==> src/rtl/plti_pkg.sv <==
// Shared types and constants for the piecewise-linear polar table interpolator.
// No dependencies; every other file in rtl/ refers to this package by scoped names.
package plti_pkg;

    localparam int MAX_POINTS = 32;
    localparam int ADDR_W     = $clog2(MAX_POINTS);
    localparam int CNT_W      = $clog2(MAX_POINTS + 1);

    localparam int CFG_W    = 6;
    localparam int IDX_W    = 5;
    localparam int ANGLE_W  = 24;
    localparam int COEF_W   = 16;
    localparam int REGION_W = 2;

    // interpolation datapath widths
    localparam int DY_W   = COEF_W + 1;
    localparam int Q_BITS = DY_W;                  // |quotient| < |dy|
    localparam int PROD_W = ANGLE_W + 1 + DY_W;
    localparam int MAG_W  = PROD_W - 1;
    localparam int SUM_W  = Q_BITS + 1;
    localparam int STEP_W = $clog2(Q_BITS);

    // command queue between front and back
    localparam int QDEPTH = 4;
    localparam int QPTR_W = $clog2(QDEPTH);
    localparam int QCNT_W = $clog2(QDEPTH + 1);

    localparam logic FUNC_QUERY = 1'b1;

    typedef enum logic [1:0] {
        OP_WRITE,
        OP_QUERY,
        OP_DROP
    } op_t;

    typedef enum logic [REGION_W-1:0] {
        REGION_BELOW  = 2'd0,
        REGION_INTERP = 2'd1,
        REGION_LAST   = 2'd2,
        REGION_EMPTY  = 2'd3
    } region_t;

    typedef struct packed {
        op_t               op;
        logic [IDX_W-1:0]  entry_index;
        logic [ANGLE_W-1:0] angle;
        logic [COEF_W-1:0] lift_coef;
        logic [COEF_W-1:0] drag_coef;
    } item_t;

    typedef struct packed {
        logic [ANGLE_W-1:0] angle;
        logic [COEF_W-1:0]  lift;
        logic [COEF_W-1:0]  drag;
    } entry_t;

    typedef struct packed {
        logic [ANGLE_W-1:0] dx;       // x - a_i, never negative
        logic [ANGLE_W-1:0] span;     // a_i+1 - a_i, always positive
        logic [DY_W-1:0]    dy_lift;
        logic [DY_W-1:0]    dy_drag;
        logic [COEF_W-1:0]  y0_lift;
        logic [COEF_W-1:0]  y0_drag;
    } interp_req_t;

    typedef struct packed {
        logic [COEF_W-1:0] lift;
        logic [COEF_W-1:0] drag;
    } interp_rsp_t;

endpackage

==> src/rtl/plti_front.sv <==
// Input side: accepts beats, classifies them into write/query/drop commands
// and holds them in a small FIFO for the back end. Uses plti_pkg.
module plti_front (
    input  logic                         aclk,
    input  logic                         aresetn,
    input  logic                         s_valid,
    output logic                         s_ready,
    input  logic                         s_func,
    input  logic [plti_pkg::IDX_W-1:0]   s_entry_index,
    input  logic [plti_pkg::ANGLE_W-1:0] s_angle,
    input  logic [plti_pkg::COEF_W-1:0]  s_lift_coef,
    input  logic [plti_pkg::COEF_W-1:0]  s_drag_coef,
    output logic                         q_valid,
    output plti_pkg::item_t              q_item,
    input  logic                         q_pop
);

    plti_pkg::item_t                  queue_reg [plti_pkg::QDEPTH];
    logic [plti_pkg::QPTR_W-1:0]      wr_ptr_reg, wr_ptr_next;
    logic [plti_pkg::QPTR_W-1:0]      rd_ptr_reg, rd_ptr_next;
    logic [plti_pkg::QCNT_W-1:0]      count_reg, count_next;
    plti_pkg::item_t                  item;
    logic                             push;
    logic                             pop;

    assign s_ready = (count_reg != plti_pkg::QCNT_W'(plti_pkg::QDEPTH));
    assign q_valid = (count_reg != '0);
    assign q_item  = queue_reg[rd_ptr_reg];
    assign push    = s_valid && s_ready;
    assign pop     = q_pop && q_valid;

    always_comb begin
        item.entry_index = s_entry_index;
        item.angle       = s_angle;
        item.lift_coef   = s_lift_coef;
        item.drag_coef   = s_drag_coef;
        if (s_func == plti_pkg::FUNC_QUERY) begin
            item.op = plti_pkg::OP_QUERY;
        end else if (int'(s_entry_index) < plti_pkg::MAX_POINTS) begin
            item.op = plti_pkg::OP_WRITE;
        end else begin
            item.op = plti_pkg::OP_DROP;
        end
    end

    always_comb begin
        wr_ptr_next = wr_ptr_reg;
        rd_ptr_next = rd_ptr_reg;
        count_next  = count_reg;
        if (push) begin
            wr_ptr_next = wr_ptr_reg + plti_pkg::QPTR_W'(1);
        end
        if (pop) begin
            rd_ptr_next = rd_ptr_reg + plti_pkg::QPTR_W'(1);
        end
        if (push && !pop) begin
            count_next = count_reg + plti_pkg::QCNT_W'(1);
        end else if (pop && !push) begin
            count_next = count_reg - plti_pkg::QCNT_W'(1);
        end
    end

    always_ff @(posedge aclk) begin
        if (!aresetn) begin
            wr_ptr_reg <= '0;
            rd_ptr_reg <= '0;
            count_reg  <= '0;
        end else begin
            wr_ptr_reg <= wr_ptr_next;
            rd_ptr_reg <= rd_ptr_next;
            count_reg  <= count_next;
        end
    end

    always_ff @(posedge aclk) begin
        if (push) begin
            queue_reg[wr_ptr_reg] <= item;
        end
    end

endmodule

==> config.mk <==
export PLATFORM = sky130hd
export DESIGN_NAME = plti_front
export DESIGN_NICKNAME = d
export VERILOG_FILES = /design/src/rtl/plti_pkg.sv /design/src/rtl/plti_front.sv
export SDC_FILE = /design/constraint.sdc
export NUM_CORES = 1
export LEC_CHECK = 0
export BUFFER_PORTS_ARGS = -buffer_cell sky130_fd_sc_hd__buf_4
export CAP_MARGIN = 15
export CORE_MARGIN = 4
export CORE_UTILIZATION = 35
export CTS_CLUSTER_DIAMETER = 80
export DETAILED_ROUTE_END_ITERATION = 6
export PLACE_DENSITY = 0.6
export SLEW_MARGIN = 20
export SYNTH_ARGS = -nofsm -noshare
export SYNTH_HDL_FRONTEND = slang
export SYNTH_SLANG_ARGS = --single-unit
==> constraint.sdc <==
create_clock -name aclk -period 3.7 [get_ports aclk]
set_clock_uncertainty 0.2 [all_clocks]
set_input_delay 0 -clock aclk [delete_from_list [all_inputs] [get_ports aclk]]
set_output_delay 0 -clock aclk [all_outputs]
set_load 0.1 [all_outputs]
==> results.py, run 1 <==
metrics = {
    "status": {
        "status": "complete, no violations",
    },
    "synth": {
        "syn_area_um2": 9520,
        "synth.yosys.seq_area_share_pct": 80.1,
        "synth.largest_area_cell": "edfxtp_1",
        "synth_ff_type": "edfxtp_1",
        "avgSynthCellArea_um2": 25.5,
        "yosysWarnings": 0,
        "synth_cell_types": 26,
        "yosysTopAreaCellShare_pct": 78.2,
        "synth_fp_nets": 446,
        "ys_top_cells_by_area": "edfxtp_1 (78%), mux4_2 (14%), dfxtp_1 (1.9%)",
        "synthCells": 374,
        "yosysMostFrequentCell": "edfxtp_1",
        "ys_top_cells_by_count": "edfxtp_1 (248), mux4_2 (60), dfxtp_1 (9)",
        "synth_edf_count": 248,
        "async_reset_ff_share_pct": 0,
        "ys_ff_latch": 257,
    },
    "drt": {
        "ant_nets": 0,
        "num_vias": 4393,
        "met3_length_um": 1090,
        "via_per_inst": 4.66,
        "drc_errors": 0,
        "finalWirelength_um": 17800,
        "drt_iter0_markers": 243,
        "dr.max_layer_used": "met4",
        "firstDrtPassIters": 4,
        "routedWlPerCell_um": 18.9,
        "wl_met2_um": 9150,
        "drt-met1-wl_um": 7340,
    },
    "timing": {
        "relSlewSlack_pct": 35.1,
        "finalMaxSlewViolations": 0,
        "period_minus_slack_ps": 2610,
        "tns_ps": 0,
        "worst_slew_pin_slew_ps": 973,
        "grt_setup_unrepaired": "false",
        "layout_setup_ws_ps": 1090,
        "setup_viol": 0,
        "fmax_ghz": 0.384,
        "hold_viol_final": 0,
        "period_share_pct": 70.5,
    },
    "clock_network": {
        "tritoncts": "built",
        "htreeDepth": 1,
        "clkLatencyLatePin_ps": 510,
        "clkSinkCount": 257,
        "cts-root-buf": "clkbuf_16",
        "clockBufferDepth": 3,
        "numCtsBuffers": 26,
        "path_clk_slew_ps": 60,
    },
    "pwr": {
        "max-vdd-ir-drop_uv": 528,
        "combPwrFrac_pct": 41.2,
        "internal-power_mw": 6.04,
        "p_clk_share_pct": 22.8,
        "switchingPower_mw": 4.35,
        "p_leak_nw": 4.12,
        "p_seq_share_pct": 36.0,
        "p_per_area_nw_per_um2": 850,
        "swShare_pct": 41.9,
    },
    "cells_and_area": {
        "largest_reg_flops": 248,
        "post-route-util_pct": 45.5,
        "drive_gt1_share_pct": 38.8,
        "area_growth_pct": 28.4,
        "final_cells": 942,
        "final_nets": 655,
        "diodes": 0,
    },
    "global_route": {
        "grt_overflow": 0,
        "grt_use_total_pct": 12.0,
        "antenna_found_initial": 0,
        "grt_pass1_wl_um": 28200,
        "grt_pass1_vias": 4951,
        "grt_max_degree": 63,
    },
    "worst_setup_path": {
        "cp_top_family": "adder cells",
        "cp_slowest_stage_delay_ps": 500,
        "critical_path_peak_fanout": 7,
        "rr_endpoint": "count_reg[2]$_SDFFE_PN0P_",
        "reg2reg_slack_ps": 1090,
        "critPathCaptureType": "flop",
        "cp.arrival_ps": 2850,
        "cp_num_buf_inv": 1,
        "path_cells": "nor2_1, a21boi_2, ha_1, inv_1, fa_1, xor2_1, or3_1, a21boi_0",
        "crit_slowest_cell": "dfxtp_1",
        "rr_worst_depth": 8,
        "startpoint_type": "flop",
        "required_ps": 3940,
        "crit_type": "flop to flop",
        "reg2reg_from": "count_reg[1]$_SDFFE_PN0P_",
        "critical_path_depth": 8,
    },
    "die": {
        "fp-row-count": 60,
        "core_um2": 26900,
        "die_area_um2": 29900,
        "dieWidth_um": 173,
        "die_h_um": 173,
        "initial_core_util_pct": 35.4,
        "ios": 131,
    },
    "hold_path": {
        "worst_hold_path_type": "input port to flop",
        "worstHoldStart": "s_lift_coef[9]",
        "hold_end": "queue_reg[1][25]$_DFFE_PP_",
        "hold-path-cell-count": 2,
    },
    "place": {
        "port_buffers": 129,
        "placed_cells": 830,
        "dp_slack_ps": 1110,
        "dp_hpwl_um": 10600,
        "place_congestion": 0.700,
    },
    "run": {
        "cap_violations": 0,
    },
}
-- layer usage --
layer | track usage (%) | vias to the layer above
met2 | 21.2 | 112
met4 | 2.66 | 0
met1 | 14.8 | 2251
met5 | 0 | -
li1 | - | 2009
met3 | 3.24 | 21
-- how the worst max path moves through the flow --
stage                                         start                         to  slack [ps]
after floorplan           count_reg[0]$_SDFFE_PN0P_  queue_reg[0][0]$_DFFE_PP_         710
after global placement    count_reg[0]$_SDFFE_PN0P_  count_reg[2]$_SDFFE_PN0P_        1250
after detailed placement  count_reg[1]$_SDFFE_PN0P_  count_reg[2]$_SDFFE_PN0P_        1110
after CTS                                      flop                 q_item[36]         990
after global routing                           flop                 q_item[56]         890
final                     count_reg[1]$_SDFFE_PN0P_  count_reg[2]$_SDFFE_PN0P_        1090
-- per-stage QoR --
step | hold WS, ps | cell area (um2) | power, mW
5_1_grt | 17.4 | 12200 | 10.8
6_report | 30.5 | 12200 | 10.4
3_3_place_gp | 0.546 | 10800 | 8.05
3_5_place_dp | 4.75 | 10800 | 8.10
2_1_floorplan | -101 | 9520 | 7.29
4_1_cts | 4.48 | 12200 | 10.6
-- worst register-to-register path, cell delays in order, from the launching register on --
cell and delay (ps):
dfxtp_1 500, nor2_1 130, a21boi_2 360, ha_1 260, inv_1 60, fa_1 380
xor2_1 170, or3_1 310, a21boi_0 160
-- logic make-up (layout without fill, tap and decap cells) --
| group | count (synthesis) | after routing | share of synthesized area (%) |
|---|---|---|---|
| DFF | 257 | 257 | 80.1 |
| muxes | 65 | 65 | 15.1 |
| buffers and inverters | 19 | 246 | 1.97 |
| and+or+nand+nor | 17 | 17 | 0.959 |
| adders and majority gates | 6 | 6 | 0.867 |
| AOI/OAI and AO/OA | 5 | 5 | 0.644 |
| xor gates and xnor gates | 4 | 4 | 0.368 |
| other | 1 | 1 | 0.0394 |
-- timing repair --
item / CTS / global route
resized for setup: 0 / 0
buffers inserted: 0 / 0
hold buffers: 66 / 0
endpoints found under the hold margin: 257 / 0
endpoints found under the setup margin: 0 / 0
-- cell type report --
type | count | area, um2
fillers | 2298 | 14600
multi-input cells | 98 | 1720
flip-flops and latches | 257 | 7630
repair buffers | 197 | 1660
well taps | 341 | 427
clock inverters | 14 | 87.6
clock buffers | 32 | 694
inverters | 3 | 11.3
-- power groups by stage --
stage / Clock [mW] / Combinational (mW) / Sequential [mW]
floorplan: 0 / 3.62 / 3.67
global placement: 0 / 4.26 / 3.79
detailed placement: 0 / 4.28 / 3.82
CTS: 2.45 / 4.35 / 3.75
global route: 2.58 / 4.46 / 3.79
finish: 2.37 / 4.28 / 3.74
-- placed cells by master (no fill, tap or decap), types with 2 or more instances in the layout --
cell type      count
or3_1              2
and2_1             4
dfxtp_1            7
ha_1               5
xnor2_1            3
clkbuf_1           5
mux4_2            60
edfxtp_1         248
buf_4            130
mux4_1             2
and2_4             4
dlygate4sd3_1     66
inv_1              3
mux2i_1            3
dfxtp_4            2
nand2_1            5
clkinv_2           4
clkinv_1           8
clkbuf_16         27
Power figures use the tool's default switching activity.
==> inputs of run 2 (changes only) <==
==> constraint.sdc (replaced) <==
create_clock -name aclk -period 2.5 [get_ports aclk]
set_clock_uncertainty 0.2 [all_clocks]
set_input_delay 0 -clock aclk [delete_from_list [all_inputs] [get_ports aclk]]
set_output_delay 0 -clock aclk [all_outputs]
set_load 0.1 [all_outputs]
==> results.py, run 2 (synthesis results as in run 1) <==
metrics = {
    "status": {
        "status": "complete, no violations",
    },
    "worst_setup_path": {
        "crit_type": "flop to flop",
        "rr_worst_depth": 8,
        "rr_endpoint": "count_reg[2]$_SDFFE_PN0P_",
        "reg2reg_from": "count_reg[0]$_SDFFE_PN0P_",
        "startpoint_type": "flop",
        "reg2reg_slack_ps": 170,
        "critical_path_peak_fanout": 6,
        "required_ps": 2730,
        "critPathCaptureType": "flop",
        "cp.arrival_ps": 2560,
    },
    "pwr": {
        "max-vdd-ir-drop_uv": 666,
        "p_per_area_nw_per_um2": 1250,
        "p_leak_nw": 4.27,
    },
    "global_route": {
        "grt_overflow": 0,
        "grt_pass1_vias": 5135,
        "grt_pass1_wl_um": 29000,
        "grt_use_total_pct": 12.3,
        "grt_max_degree": 32,
        "antenna_found_initial": 2,
    },
    "timing": {
        "setup_viol": 0,
        "fmax_ghz": 0.429,
        "finalMaxSlewViolations": 0,
        "hold_viol_final": 0,
        "grt_setup_unrepaired": "false",
        "tns_ps": 0,
        "period_minus_slack_ps": 2330,
        "period_share_pct": 93.2,
    },
    "cells_and_area": {
        "mostFrequentLayoutCell": "edfxtp_1",
        "drive_gt1_share_pct": 41.5,
        "final_nets": 675,
        "fin_area_um2": 12600,
        "area_growth_pct": 32.1,
        "largest_reg_flops": 248,
        "final_cell_mix": "edfxtp_1 (248), buf_4 (133), dlygate4sd3_1 (70)",
        "post-route-util_pct": 46.8,
        "final_cells": 962,
    },
    "drt": {
        "routedWlPerCell_um": 19.3,
        "via_per_inst": 4.70,
        "drt_iter0_markers": 250,
        "num_vias": 4518,
        "firstDrtPassIters": 4,
        "finalWirelength_um": 18600,
        "drc_errors": 0,
        "ant_nets": 0,
    },
    "die": {
        "die_area_um2": 29900,
        "core_um2": 26900,
        "die_h_um": 173,
        "initial_core_util_pct": 35.4,
        "ios": 131,
        "dieWidth_um": 173,
        "fp-row-count": 60,
    },
    "place": {
        "dp_hpwl_um": 11100,
        "placed_cells": 843,
        "place_congestion": 0.656,
        "port_buffers": 129,
        "place_area_um2": 11000,
    },
    "hold_path": {
        "hold-path-cell-count": 2,
        "worstHoldStart": "s_lift_coef[0]",
        "hold_end": "queue_reg[1][16]$_DFFE_PP_",
        "worst_hold_path_type": "input port to flop",
    },
    "clock_network": {
        "clkLatencyLatePin_ps": 510,
        "numCtsBuffers": 27,
        "htreeDepth": 1,
        "clkSinkCount": 257,
        "clockBufferDepth": 3,
        "cts-root-buf": "clkbuf_16",
        "path_clk_slew_ps": 60,
        "tritoncts": "built",
    },
    "run": {
        "cap_violations": 0,
    },
}
run 2: cell count changes in the layout (fill, tap and decap cells not counted):
cell,delta
buf_4,+3
clkinv_1,-7
dfxtp_2,+2
diode_2,+1
clkinv_4,+1
dfxtp_1,-2
clkinv_2,+4
dlygate4sd3_1,+4
bufinv_16,+1
clkinvlp_4,+1
buf_12,+12
run 2: worst max-delay path: stages (launching register included):
cell and delay, ps:
dfxtp_2 430, nor2_1 90, a21boi_2 180, ha_1 210
inv_1 70, fa_1 380, xor2_1 180, or3_1 310
a21boi_0 190
run 2: final cells by class:
cell class / count / area (um2)
clock buffers: 32 / 694
fillers: 2247 / 14300
flip-flops and latches: 257 / 7640
repair buffers: 216 / 1960
inverters: 3 / 11.3
clock inverters: 14 / 128
well taps: 341 / 427
multi-input cells: 98 / 1720
diodes: 1 / 2.50
run 2: report_power, final:
| group | internal, mW | leakage [nW] | switching [mW] |
|---|---|---|---|
| clock network | 2.18 | 0.404 | 1.52 |
| logic | 1.83 | 1.52 | 4.82 |
| registers | 5.24 | 2.35 | 0.198 |
| total | 9.24 | 4.27 | 6.54 |
run 2: worst max-delay path by stage:
stage,slack (ps),endpoint,startpoint
global placement,240,count_reg[2]$_SDFFE_PN0P_,count_reg[0]$_SDFFE_PN0P_
detailed placement,90,count_reg[2]$_SDFFE_PN0P_,count_reg[0]$_SDFFE_PN0P_
global route,70,count_reg[2]$_SDFFE_PN0P_,count_reg[0]$_SDFFE_PN0P_
floorplan,170,count_reg[2]$_SDFFE_PN0P_,count_reg[0]$_SDFFE_PN0P_
CTS,70,count_reg[2]$_SDFFE_PN0P_,count_reg[0]$_SDFFE_PN0P_
finish,170,count_reg[2]$_SDFFE_PN0P_,count_reg[0]$_SDFFE_PN0P_
run 2: metal layers:
layer | track usage (%) | up-vias | routed length, um
met2 | 20.8 | 113 | 9280
met4 | 2.59 | 2 | 276
li1 | - | 2043 | -
met3 | 3.45 | 27 | 1190
met5 | 0 | - | 7
met1 | 15.9 | 2333 | 7810
run 2: timing repair:
action / in CTS / in global routing
resized for setup: 0 / 2
hold buffers: 70 / 0
hold endpoints to repair: 257 / 0
setup buffers: 2 / 0
setup endpoints to repair: 10 / 1
run 2: stage by stage:
step	hold slack [ps]	worst slack (ps)	power, mW
finish	19.1	169	15.8
detailed placement	3.50	92.8	12.1
global route	5.79	73.8	16.4
CTS	0.865	67.4	16.0
floorplan	-101	168	10.8
global placement	-2.01	240	12.1
